==> config.mk <==
export PLATFORM = sky130hd
export DESIGN_NAME = sha0_hash_engine
export DESIGN_NICKNAME = d
export VERILOG_FILES = /design/src/rtl/sha0_pkg.sv /design/src/rtl/sha0_hash_engine.sv /design/src/rtl/sha0_round.sv /design/src/rtl/sha0_sched.sv
export SDC_FILE = /design/constraint.sdc
export NUM_CORES = 2
export LEC_CHECK = 0
export ABC_AREA = 1
export BUFFER_PORTS_ARGS = -buffer_cell sky130_fd_sc_hd__clkbuf_2
export CAP_MARGIN = 20
export CORE_UTILIZATION = 58
export DETAILED_ROUTE_END_ITERATION = 16
export GPL_ROUTABILITY_DRIVEN = 0
export HOLD_SLACK_MARGIN = 0.05
export PLACE_DENSITY = 0.76
export SLEW_MARGIN = 20
export SYNTH_ARGS = -nofsm -noshare
export SYNTH_HDL_FRONTEND = slang
export SYNTH_SLANG_ARGS = --single-unit
==> constraint.sdc <==
create_clock -name aclk -period 14.3 [get_ports aclk]
set_input_delay 1.43 -clock aclk [delete_from_list [all_inputs] [get_ports aclk]]
set_output_delay 1.43 -clock aclk [all_outputs]
set_load 0.05 [all_outputs]
==> src/rtl/sha0_pkg.sv <==
package sha0_pkg;

    localparam int unsigned WORD_W     = 32;
    localparam int unsigned BLK_WORDS  = 16;
    localparam int unsigned CV_WORDS   = 5;
    localparam int unsigned ROUNDS     = 80;
    localparam int unsigned RND_W      = 7;
    localparam int unsigned POS_W      = 4;
    localparam int unsigned IDX_W      = 3;
    localparam int unsigned LEN_W      = 64;

    localparam logic [RND_W-1:0] LAST_ROUND = RND_W'(ROUNDS - 1);
    localparam logic [IDX_W-1:0] LAST_IDX   = IDX_W'(CV_WORDS - 1);
    // word positions that hold the bit length
    localparam logic [POS_W-1:0] LEN_HI_POS = 4'd14;
    localparam logic [POS_W-1:0] LEN_LO_POS = 4'd15;

    localparam logic [WORD_W-1:0] CV_INIT [CV_WORDS] = '{
        32'h67452301, 32'hEFCDAB89, 32'h98BADCFE, 32'h10325476, 32'hC3D2E1F0
    };

    localparam logic [WORD_W-1:0] PAD_FULL = 32'h80000000;

    // working variables of the compression
    typedef struct packed {
        logic [WORD_W-1:0] a;
        logic [WORD_W-1:0] b;
        logic [WORD_W-1:0] c;
        logic [WORD_W-1:0] d;
        logic [WORD_W-1:0] e;
    } work_t;

    // controls for the block buffer
    typedef struct packed {
        logic              wr_en;    // write word at pos
        logic              fill_en;  // zero every entry above pos
        logic              clr_low;  // zero entries below the length words
        logic              len_en;   // write the bit length into the last two entries
        logic              shift_en; // advance the schedule by one round
        logic [POS_W-1:0]  pos;
        logic [WORD_W-1:0] word;
    } sched_ctl_t;

    // round constant for round t
    function automatic logic [WORD_W-1:0] round_k(input logic [RND_W-1:0] t);
        logic [WORD_W-1:0] k;
        priority if (t < 7'd20) k = 32'h5A827999;
        else if (t < 7'd40)     k = 32'h6ED9EBA1;
        else if (t < 7'd60)     k = 32'h8F1BBCDC;
        else                    k = 32'hCA62C1D6;
        return k;
    endfunction

    // keep the valid high-order bytes, clear the rest, place the 0x80 marker
    function automatic logic [WORD_W-1:0] pad_word(input logic [WORD_W-1:0] data,
                                                   input logic [2:0] nbytes);
        logic [WORD_W-1:0] w;
        unique case (nbytes)
            3'd0:    w = PAD_FULL;
            3'd1:    w = {data[31:24], 24'h800000};
            3'd2:    w = {data[31:16], 16'h8000};
            3'd3:    w = {data[31:8], 8'h80};
            default: w = PAD_FULL;
        endcase
        return w;
    endfunction

endpackage

==> src/rtl/sha0_hash_engine.sv <==
// Channel  Direction  Handshake            Payload
// s_       in         s_valid / s_ready    s_data_word, s_valid_bytes, s_last
// m_       out        m_valid / m_ready    m_digest_word, m_word_index, m_final_word
//
// A word that does not complete a block is stored and s_ready stays high. The word that
// fills the block starts a compression (load, 80 rounds on the single round unit,
// feed-forward add).
// A last word adds one padding step and one compression, or two padding steps and
// two compressions when the marker lands in word 14 or 15, then five digest
// transactions gated by m_ready.
// Synchronous active-low reset loads the initial chaining value and zero length.
// s_ready is low while a block compresses or the digest is being delivered.
module sha0_hash_engine (
    input  logic        aclk,
    input  logic        aresetn,
    input  logic        s_valid,
    output logic        s_ready,
    input  logic [31:0] s_data_word,
    input  logic [2:0]  s_valid_bytes,
    input  logic        s_last,
    output logic        m_valid,
    input  logic        m_ready,
    output logic [31:0] m_digest_word,
    output logic [2:0]  m_word_index,
    output logic        m_final_word
);
    import sha0_pkg::*;

    typedef enum logic [2:0] {
        ST_IDLE,
        ST_INIT,
        ST_ROUND,
        ST_FINAL,
        ST_PAD,
        ST_PAD2,
        ST_OUT
    } state_t;

    state_t            state_reg;
    state_t            ret_reg;
    logic [WORD_W-1:0] cv_reg [CV_WORDS];
    logic [POS_W-1:0]  pos_reg;
    logic [LEN_W-1:0]  bitlen_reg;
    logic [RND_W-1:0]  rnd_reg;
    logic [IDX_W-1:0]  idx_reg;
    logic [WORD_W-1:0] pad_reg;
    work_t             work_reg;

    work_t             round_next;
    sched_ctl_t        ctl;
    logic [WORD_W-1:0] wt;
    logic              s_fire;
    logic              m_fire;
    logic [2:0]        nbytes;

    assign s_ready = (state_reg == ST_IDLE);
    assign m_valid = (state_reg == ST_OUT);
    assign s_fire  = s_valid && s_ready;
    assign m_fire  = m_valid && m_ready;
    assign nbytes  = (s_valid_bytes > 3'd4) ? 3'd4 : s_valid_bytes;

    assign m_word_index = idx_reg;
    assign m_final_word = (idx_reg == LAST_IDX);

    // pick the digest word being delivered
    always_comb begin
        unique case (idx_reg)
            3'd0:    m_digest_word = cv_reg[0];
            3'd1:    m_digest_word = cv_reg[1];
            3'd2:    m_digest_word = cv_reg[2];
            3'd3:    m_digest_word = cv_reg[3];
            default: m_digest_word = cv_reg[4];
        endcase
    end

    // drive the block buffer from the sequencer state
    always_comb begin
        ctl          = '0;
        ctl.pos      = pos_reg;
        ctl.word     = s_data_word;
        unique case (state_reg)
            ST_IDLE: begin
                ctl.wr_en = s_fire && (!s_last || nbytes == 3'd4);
            end
            ST_PAD: begin
                ctl.wr_en   = 1'b1;
                ctl.fill_en = 1'b1;
                ctl.word    = pad_reg;
                ctl.len_en  = (pos_reg < LEN_HI_POS);
            end
            ST_PAD2: begin
                ctl.clr_low = 1'b1;
                ctl.len_en  = 1'b1;
            end
            ST_ROUND: begin
                ctl.shift_en = 1'b1;
            end
            default: begin
            end
        endcase
    end

    sha0_sched u_sched (
        .aclk    (aclk),
        .ctl     (ctl),
        .bit_len (bitlen_reg),
        .wt      (wt)
    );

    sha0_round u_round (
        .rnd (rnd_reg),
        .cur (work_reg),
        .wt  (wt),
        .nxt (round_next)
    );

    // sequencer: load words, pad, run rounds, deliver the digest
    always_ff @(posedge aclk) begin
        if (!aresetn) begin
            state_reg  <= ST_IDLE;
            ret_reg    <= ST_IDLE;
            pos_reg    <= '0;
            bitlen_reg <= '0;
            rnd_reg    <= '0;
            idx_reg    <= '0;
            for (int i = 0; i < CV_WORDS; i++) begin
                cv_reg[i] <= CV_INIT[i];
            end
        end else begin
            unique case (state_reg)
                ST_IDLE: begin
                    if (s_fire) begin
                        if (!s_last) begin
                            bitlen_reg <= bitlen_reg + LEN_W'(32);
                            pos_reg    <= pos_reg + 4'd1;
                            if (pos_reg == LEN_LO_POS) begin
                                state_reg <= ST_INIT;
                                ret_reg   <= ST_IDLE;
                            end
                        end else begin
                            bitlen_reg <= bitlen_reg + LEN_W'({nbytes, 3'b000});
                            pad_reg    <= pad_word(s_data_word, nbytes);
                            if (nbytes == 3'd4) begin
                                // full last word: marker opens the next word
                                pos_reg <= pos_reg + 4'd1;
                                if (pos_reg == LEN_LO_POS) begin
                                    state_reg <= ST_INIT;
                                    ret_reg   <= ST_PAD;
                                end else begin
                                    state_reg <= ST_PAD;
                                end
                            end else begin
                                state_reg <= ST_PAD;
                            end
                        end
                    end
                end
                ST_PAD: begin
                    state_reg <= ST_INIT;
                    ret_reg   <= (pos_reg >= LEN_HI_POS) ? ST_PAD2 : ST_OUT;
                end
                ST_PAD2: begin
                    state_reg <= ST_INIT;
                    ret_reg   <= ST_OUT;
                end
                ST_INIT: begin
                    work_reg  <= '{a: cv_reg[0], b: cv_reg[1], c: cv_reg[2],
                                   d: cv_reg[3], e: cv_reg[4]};
                    rnd_reg   <= '0;
                    state_reg <= ST_ROUND;
                end
                ST_ROUND: begin
                    work_reg <= round_next;
                    if (rnd_reg == LAST_ROUND) begin
                        rnd_reg   <= '0;
                        state_reg <= ST_FINAL;
                    end else begin
                        rnd_reg <= rnd_reg + 7'd1;
                    end
                end
                ST_FINAL: begin
                    cv_reg[0] <= cv_reg[0] + work_reg.a;
                    cv_reg[1] <= cv_reg[1] + work_reg.b;
                    cv_reg[2] <= cv_reg[2] + work_reg.c;
                    cv_reg[3] <= cv_reg[3] + work_reg.d;
                    cv_reg[4] <= cv_reg[4] + work_reg.e;
                    rnd_reg   <= '0;
                    state_reg <= ret_reg;
                end
                ST_OUT: begin
                    if (m_fire) begin
                        if (idx_reg == LAST_IDX) begin
                            // restart for the next message
                            idx_reg    <= '0;
                            pos_reg    <= '0;
                            bitlen_reg <= '0;
                            for (int i = 0; i < CV_WORDS; i++) begin
                                cv_reg[i] <= CV_INIT[i];
                            end
                            state_reg <= ST_IDLE;
                        end else begin
                            idx_reg <= idx_reg + 3'd1;
                        end
                    end
                end
                default: begin
                    state_reg <= ST_IDLE;
                end
            endcase
        end
    end

`ifndef SYNTHESIS
    a_no_overlap: assert property (@(posedge aclk) disable iff (!aresetn)
        !(s_ready && m_valid))
        else $error("input and digest channels active together");

    a_round_range: assert property (@(posedge aclk) disable iff (!aresetn)
        rnd_reg <= LAST_ROUND)
        else $error("round counter out of range");

    a_index_range: assert property (@(posedge aclk) disable iff (!aresetn)
        m_valid |-> m_word_index <= LAST_IDX)
        else $error("digest word index out of range");

    a_restart: assert property (@(posedge aclk) disable iff (!aresetn)
        (m_valid && m_ready && m_final_word) |=> (s_ready && bitlen_reg == '0))
        else $error("engine did not restart after the digest");

    a_block_full: assert property (@(posedge aclk) disable iff (!aresetn)
        (s_valid && s_ready && !s_last && pos_reg == LEN_LO_POS) |=> !s_ready)
        else $error("full block did not start a compression");
`endif

endmodule

==> src/rtl/sha0_round.sv <==
module sha0_round (
    input  logic [6:0]      rnd,
    input  sha0_pkg::work_t cur,
    input  logic [31:0]     wt,
    output sha0_pkg::work_t nxt
);
    import sha0_pkg::*;

    logic [WORD_W-1:0] f;

    // select the round function by round group
    always_comb begin
        priority if (rnd < 7'd20) begin
            f = cur.d ^ (cur.b & (cur.c ^ cur.d));
        end else if (rnd < 7'd40 || rnd >= 7'd60) begin
            f = cur.b ^ cur.c ^ cur.d;
        end else begin
            f = (cur.b & cur.c) | (cur.d & (cur.b | cur.c));
        end
    end

    // one round: new a from the five-operand sum, rotate the rest down
    always_comb begin
        nxt.a = {cur.a[26:0], cur.a[31:27]} + f + cur.e + round_k(rnd) + wt;
        nxt.b = cur.a;
        nxt.c = {cur.b[1:0], cur.b[31:2]};
        nxt.d = cur.c;
        nxt.e = cur.d;
    end

endmodule

==> src/rtl/sha0_sched.sv <==
module sha0_sched (
    input  logic                 aclk,
    input  sha0_pkg::sched_ctl_t ctl,
    input  logic [63:0]          bit_len,
    output logic [31:0]          wt
);
    import sha0_pkg::*;

    logic [WORD_W-1:0] buf_reg [BLK_WORDS];
    logic [WORD_W-1:0] expand;

    // W[t+16] from the taps at t, t+2, t+8 and t+13 (no rotation)
    assign expand = buf_reg[13] ^ buf_reg[8] ^ buf_reg[2] ^ buf_reg[0];
    assign wt     = buf_reg[0];

    // load words, pad, or advance the schedule line
    always_ff @(posedge aclk) begin
        if (ctl.shift_en) begin
            for (int i = 0; i < BLK_WORDS - 1; i++) begin
                buf_reg[i] <= buf_reg[i + 1];
            end
            buf_reg[BLK_WORDS - 1] <= expand;
        end else begin
            for (int i = 0; i < BLK_WORDS; i++) begin
                // length words win over the zero fill
                priority if (ctl.len_en && POS_W'(i) == LEN_HI_POS) begin
                    buf_reg[i] <= bit_len[63:32];
                end else if (ctl.len_en && POS_W'(i) == LEN_LO_POS) begin
                    buf_reg[i] <= bit_len[31:0];
                end else if (ctl.wr_en && ctl.pos == POS_W'(i)) begin
                    buf_reg[i] <= ctl.word;
                end else if (ctl.fill_en && POS_W'(i) > ctl.pos) begin
                    buf_reg[i] <= '0;
                end else if (ctl.clr_low && POS_W'(i) < LEN_HI_POS) begin
                    buf_reg[i] <= '0;
                end else begin
                    buf_reg[i] <= buf_reg[i];
                end
            end
        end
    end

endmodule

* Word-level counts from Yosys, hierarchy flattened
Memory sizes are Yosys's and may differ from the RTL's.
Index checks and enable logic that the tools add are counted.
W data, S select, Z words.
** Word-level totals
- Flip-flop bits (word level) :: 276
- Bits in latches :: 0
- Bits in writable memories :: 672
- ROM bits :: 0
- Input bits :: 40
- Output and inout port bits :: 38
- Logic and storage cells :: 601
- Memories :: 2
** Memories
- u_sched.buf_reg :: words 16, width 32, rd ports 16, clocked after memory_dff 0, wr ports 16, RTL line sha0_sched.sv:9 : logic [WORD_W-1:0] buf_reg [BLK_WORDS];
- cv_reg :: words 5, width 32, rd ports 5, clocked after memory_dff 0, wr ports 5, RTL line sha0_hash_engine.sv:41 : logic [WORD_W-1:0] cv_reg [CV_WORDS];
** Operators by class
- Add/subtract/negate cells :: 14
- Multipliers :: 0
- Div/mod/pow operators :: 0
- Magnitude comparators :: 23
- Eq/ne operators :: 37
- Shift-type cells :: 0
- Mux-type cells :: 373
- Bitwise operators :: 86
- Reduce and logical (&&, ||, !) cells :: 54
** Operators by type and width (number)
- $mux W32 :: 79
- $pmux W160 S2 :: 1
- $add A32 B32 Y32 :: 9
- $mux W1 :: 257
- $mux W64 :: 4
- $xor A32 B32 Y32 :: 7
- $pmux W32 S4 :: 1
- $pmux W64 S2 :: 1
- $and A32 B32 Y32 :: 3
- $pmux W32 S3 :: 1
- $or A1 B1 Y1 :: 74
- $add A64 B6 Y64 :: 1
- $add A64 B6 Y64 const B :: 1
- $or A32 B32 Y32 :: 2
- $mux W3 :: 15
- $logic_and A1 B1 Y1 :: 35
- $eq A4 B4 Y1 const B :: 8
- $gt A4 B4 Y1 const A :: 8
- $mux W31 :: 1
- $mux W4 :: 5
- $eq A3 B2 Y1 const B :: 6
- $pmux W3 S6 :: 1
- $eq A4 B3 Y1 const B :: 4
- $gt A3 B4 Y1 const A :: 4
- other kinds (36) :: 59

* Longest topological paths before layout
- Depth after elaboration :: 14
- Depth in mapped cells :: 26

* Modules after synthesis
From an unflattened synthesis, not the netlist that was laid out.
** Second synthesis, totals
- Cell total of the unflattened synthesis :: 8177
- Area, all modules :: 63105.5 sq um
** Modules (own cells, without submodules)
- sha0_hash_engine :: times used 1, cells each 4399, area each 30533.0 sq um, sequential area each 11981.5 sq um
- sha0_sched :: times used 1, cells each 2784, area each 25243.0 sq um, sequential area each 15374.7 sq um
- sha0_round :: times used 1, cells each 994, area each 7329.5 sq um, sequential area each 0.0 sq um

* Least setup slack after synthesis
No wires, ideal clock.
- Path kind :: input to register
- From :: input aresetn
- To :: register work_reg[0] (netlist bit), enable pin
- Setup time :: 909 ps
- Arrival :: 13299 ps
- Data required time :: 13391 ps
- Path slack :: 92 ps
- Stages :: 3
- Path buffers :: 1
- Cell sequence :: inv_1 > clkbuf_1 > nor3b_1
** Between the ends
- Longest elaborated chain between the ends :: 1
** Ends and longest elaborated chain
- start, declared :: RTL line sha0_hash_engine.sv:15 : input logic aresetn,
- $reduce_and A2 Y1 (no line)
- end signal, assigned :: RTL line sha0_hash_engine.sv:167 : work_reg <= '{a: cv_reg[0], b: cv_reg[1], c: cv_reg[2],
- end signal, assigned :: RTL line sha0_hash_engine.sv:173 : work_reg <= round_next;
- end, declared :: RTL line sha0_hash_engine.sv:47 : work_t work_reg;
No other way between the ends.
A chain may end at the register's enable or synchronous reset.

* Worst setup path after layout
- From :: register rnd_reg[4]
- To :: register work_reg[157] (netlist bit), data pin
** Between the ends
- Longest elaborated chain between the ends :: 9
- Elaborated cells between the ends (all ways) :: 15
- Those cells by class :: 4 x add/sub; 4 x order compare; 6 x mux; 1 x reduce/logical
** Ends and longest elaborated chain
- start, declared :: RTL line sha0_hash_engine.sv:44 : logic [RND_W-1:0] rnd_reg;
- start signal, assigned :: RTL line sha0_hash_engine.sv:178 : rnd_reg <= rnd_reg + 7'd1;
- $lt A7 B6 Y1 or $ge A7 B6 Y1 (tied branches) :: RTL line sha0_pkg.sv:48, sha0_round.sv:15
- $logic_or A1 B1 Y1 :: RTL line sha0_round.sv:15 : end else if (rnd < 7'd40 || rnd >= 7'd60) begin
- $mux W32 :: RTL line sha0_round.sv:15
- $mux W32 :: RTL line sha0_round.sv:13 : priority if (rnd < 7'd20) begin
- $add A32 B32 Y32 (2 in series) :: RTL line sha0_round.sv:24 : nxt.a = {cur.a[26:0], cur.a[31:27]} + f + cur.e + round_k(rnd) + wt;
- $add A32 B32 Y32 (*) (2 in series) :: RTL line sha0_round.sv:24
- $pmux W160 S2 (*) :: RTL line sha0_hash_engine.sv:130 : unique case (state_reg)
Every way passes the cells marked *; elsewhere a longest branch is shown, timed or not.

==> results.toml <==
[status]
status = "finished clean"

[placement]
port_buffers = 77
hpwlAfterDp_mm = 143
place_area_sq_mm = 0.0595

[global_routing]
grt_pass1_wl_mm = 302
grt_max_degree = 152
grt_pass1_vias = 49400
track_usage_pct = 39.7
overflow = 0
antenna_found_initial = 3

[floorplanning]
dieWidth_microns = 318
coreArea_sq_mm = 0.0987
start_util_pct = 58.8
die_y_microns = 318
row_count = 115
num_io_pins = 78
die_area_sq_mm = 0.101

[synth]
ys_seq_elements = 938
netlist_area_sq_mm = 0.0580
synth.area.top_cells = "edfxtp_1 (44%), nand2_1 (11%), inv_1 (4.8%), nor2_1 (4.4%), ha_1 (4.4%)"
syn_inst = 6670
synth_top_area_share_pct = 44.4
synth.avg_cell_area_sq_um = 8.69
synth_cell_types = 61
ys_seq_area_share_pct = 47.2
ys_warn_count = 0
synthArstFlopShare_pct = 0
synthFlopType = "edfxtp_1"
synth_fp_nets = 7040
synth_edf_count = 857
synth_top_area_cell = "edfxtp_1"

[route]
vias = 51900
detail_route.wl_per_cell_microns = 25.4
via_per_inst = 6.47
drcViolationCount = 0
drt_iter0_drc = 8203
finalWirelength_mm = 204
postRouteAntennaNets = 0
firstDrtPassIters = 14

[clocking]
cts_resized = 0
cts_hold_buf = 0
cts_tree = "done"
htreeDepth = 3
cts_root_buffer = "clkbuf_16"
insertion_delay_ps = 750
post_cts_buffers = 0
cts_buffers = 99
clk_pin_slew_ps = 60
cts_max_path_buffers = 3
cts.sinks = 938

[hold_path]
min_to = "bitlen_reg[10]$_SDFFE_PN0P_"
hold_class = "reg -> reg"
holdCritStartpoint = "bitlen_reg[10]$_SDFFE_PN0P_"
hold_depth = 2

[timing]
tns_ps = 0
finalSetupViolCount = 0
slew_headroom_pct = 25.8
finalMaxSlewViolations = 0
finalCritPeriodShare_pct = 36.1
rsz0062_at_grt = "no"
fin_worst_skew_ps = 42.4
period_needed_ps = 5160
clock.fmax_mhz = 194
hold_viol = 0
tightest_slew_ps = 1110

[layout]
largest_reg_flops = 512
area_delta_synth_final_pct = 8.38
stdcell_area_sq_mm = 0.0629
final_cell_mix = "nand2_1 (1626), edfxtp_1 (857), inv_1 (736)"
layout.nets = 7025
drive_gt1_share_pct = 6.43
layout_commonest_cell = "nand2_1"
fillCellCount = 8171

[setup_path]
worstPathCellList = "nand2_1, nand3_2, buf_4, nand2_2, inv_2, a221oi_1, fa_1, inv_1, ha_1, inv_1, fa_1, o21bai_1, nand2_1, nand3_1, nand2_1, nand2_1, nand2_1, nand3_1, nand2_1"
crit_type = "reg -> reg"
critPathSlowestCell = "o21bai_1"
cp_common_cell = "nand2_1"
crit_cells = 19
crit_family = "simple AND/OR/NAND/NOR gates"
crit_fanout = 31
slowest_delay_ps = 650
timing.rr.start = "rnd_reg[4]$_SDFFE_PN0P_"
worstPathArrival_ps = 5620
critPathRequiredTime_ps = 14760
cp_num_buf_inv = 4
end_kind = "flop"
rr_worst_depth = 19
regToRegSetupSlack_ps = 9140
startpoint_type = "flop"
reg2reg_to = "work_reg[157]$_DFFE_PP_"

[run]
maxCapViolCount = 0

[power_and_ir_drop]
finalPower_uw = 16500
leakagePower_uw = 0.0250
irDropWorstVdd_mv = 0.208
power_density_mw_per_mm2 = 262
==> worst reg2reg max path, stage by stage (launching register included) <==
cell and delay, ps:
dfxtp_1 440, nand2_1 160, nand3_2 100, buf_4 470
nand2_2 260, inv_2 560, a221oi_1 310, fa_1 480
inv_1 70, ha_1 190, inv_1 80, fa_1 430
o21bai_1 650, nand2_1 120, nand3_1 210, nand2_1 120
nand2_1 80, nand2_1 40, nand3_1 70, nand2_1 60
==> synthesized netlist by cell type (4+ instances only) <==
| cell | n |
|---|---|
| a211oi_1 | 37 |
| a21boi_0 | 18 |
| a21o_1 | 27 |
| a21oi_1 | 357 |
| a221oi_1 | 56 |
| a31oi_1 | 65 |
| a32o_1 | 173 |
| and3_1 | 8 |
| buf_1 | 20 |
| buf_2 | 83 |
| buf_4 | 9 |
| clkbuf_1 | 137 |
| dfxtp_1 | 81 |
| edfxtp_1 | 857 |
| fa_1 | 126 |
| ha_1 | 204 |
| inv_1 | 738 |
| inv_2 | 39 |
| nand2_1 | 1631 |
| nand2_2 | 6 |
| nand3_1 | 342 |
| nand3b_1 | 10 |
| nand4_1 | 57 |
| nor2_1 | 681 |
| nor2_2 | 7 |
| nor3_1 | 89 |
| nor3_2 | 5 |
| nor4_1 | 11 |
| o211ai_1 | 10 |
| o21a_1 | 36 |
| o21ai_0 | 441 |
| o21ai_1 | 5 |
| o21ai_2 | 23 |
| o21bai_1 | 38 |
| o221ai_1 | 4 |
| o22ai_1 | 26 |
| o311ai_0 | 4 |
| o31ai_1 | 39 |
| or2_2 | 31 |
| xnor2_1 | 25 |
| xor2_1 | 79 |
==> layout make-up <==
type                    instances  area (sq um)  area share, %
flip-flops and latches        938         27400           43.5
multi-input cells            4703         26800           42.6
inverters                     779          2930           4.67
clock buffers                 120          2560           4.07
well taps                    1287          1610           2.56
repair buffers                134           836           1.33
clock inverters                63           768           1.22
diodes                          3          7.51         0.0119
==> per-stage QoR <==
step / worst slack, ps / util (%) / hold slack (ps) / std cells
floorplan: 92.5 / - / 456 / 6670
global placement: 9270 / 60.3 / 478 / 7839
detailed placement: 9110 / 60.3 / 485 / 7840
CTS: 9430 / 63.6 / 503 / 8023
global route: 8930 / 63.7 / 526 / 8024
finish: 9140 / 63.7 / 505 / 8027
==> how the worst max path moves through the flow <==
stage                             from                                 to  slack [ps]
5_1_grt        rnd_reg[3]$_SDFFE_PN0P_            work_reg[145]$_DFFE_PP_        8930
2_1_floorplan                  aresetn              work_reg[0]$_DFFE_PP_          90
3_3_place_gp                    s_last  u_sched.buf_reg[0][452]$_DFFE_PP_        9270
6_report       rnd_reg[4]$_SDFFE_PN0P_            work_reg[157]$_DFFE_PP_        9140
3_5_place_dp                    s_last  u_sched.buf_reg[0][451]$_DFFE_PP_        9110
4_1_cts        rnd_reg[4]$_SDFFE_PN0P_            work_reg[158]$_DFFE_PP_        9430
==> report_power, final <==
part	internal (uW)	switching, uW	total [uW]
Sequential	4570	608	5180
Combinational	2610	5970	8580
Clock	1510	1200	2700
Total	8690	7770	16500
==> layer usage <==
layer	vias up	global-route usage [%]	part of all wire, %
met3	973	9.13	13
met2	3845	61.5	44
met5	-	0	0.024
li1	22900	-	-
met4	6	31.4	9.6
met1	24200	47.8	33
==> cell families after synthesis <==
| group | after synthesis | share of synthesized area [%] |
|---|---|---|
| AO/OA/AOI/OAI | 1369 | 15.0 |
| XOR/XNOR | 104 | 1.57 |
| buffers and inverters | 1029 | 6.91 |
| adder cells (fa/ha/maj) | 330 | 8.75 |
| flip-flops | 938 | 47.2 |
| AND/OR/NAND/NOR | 2900 | 20.6 |
Power figures use the tool's default switching activity.
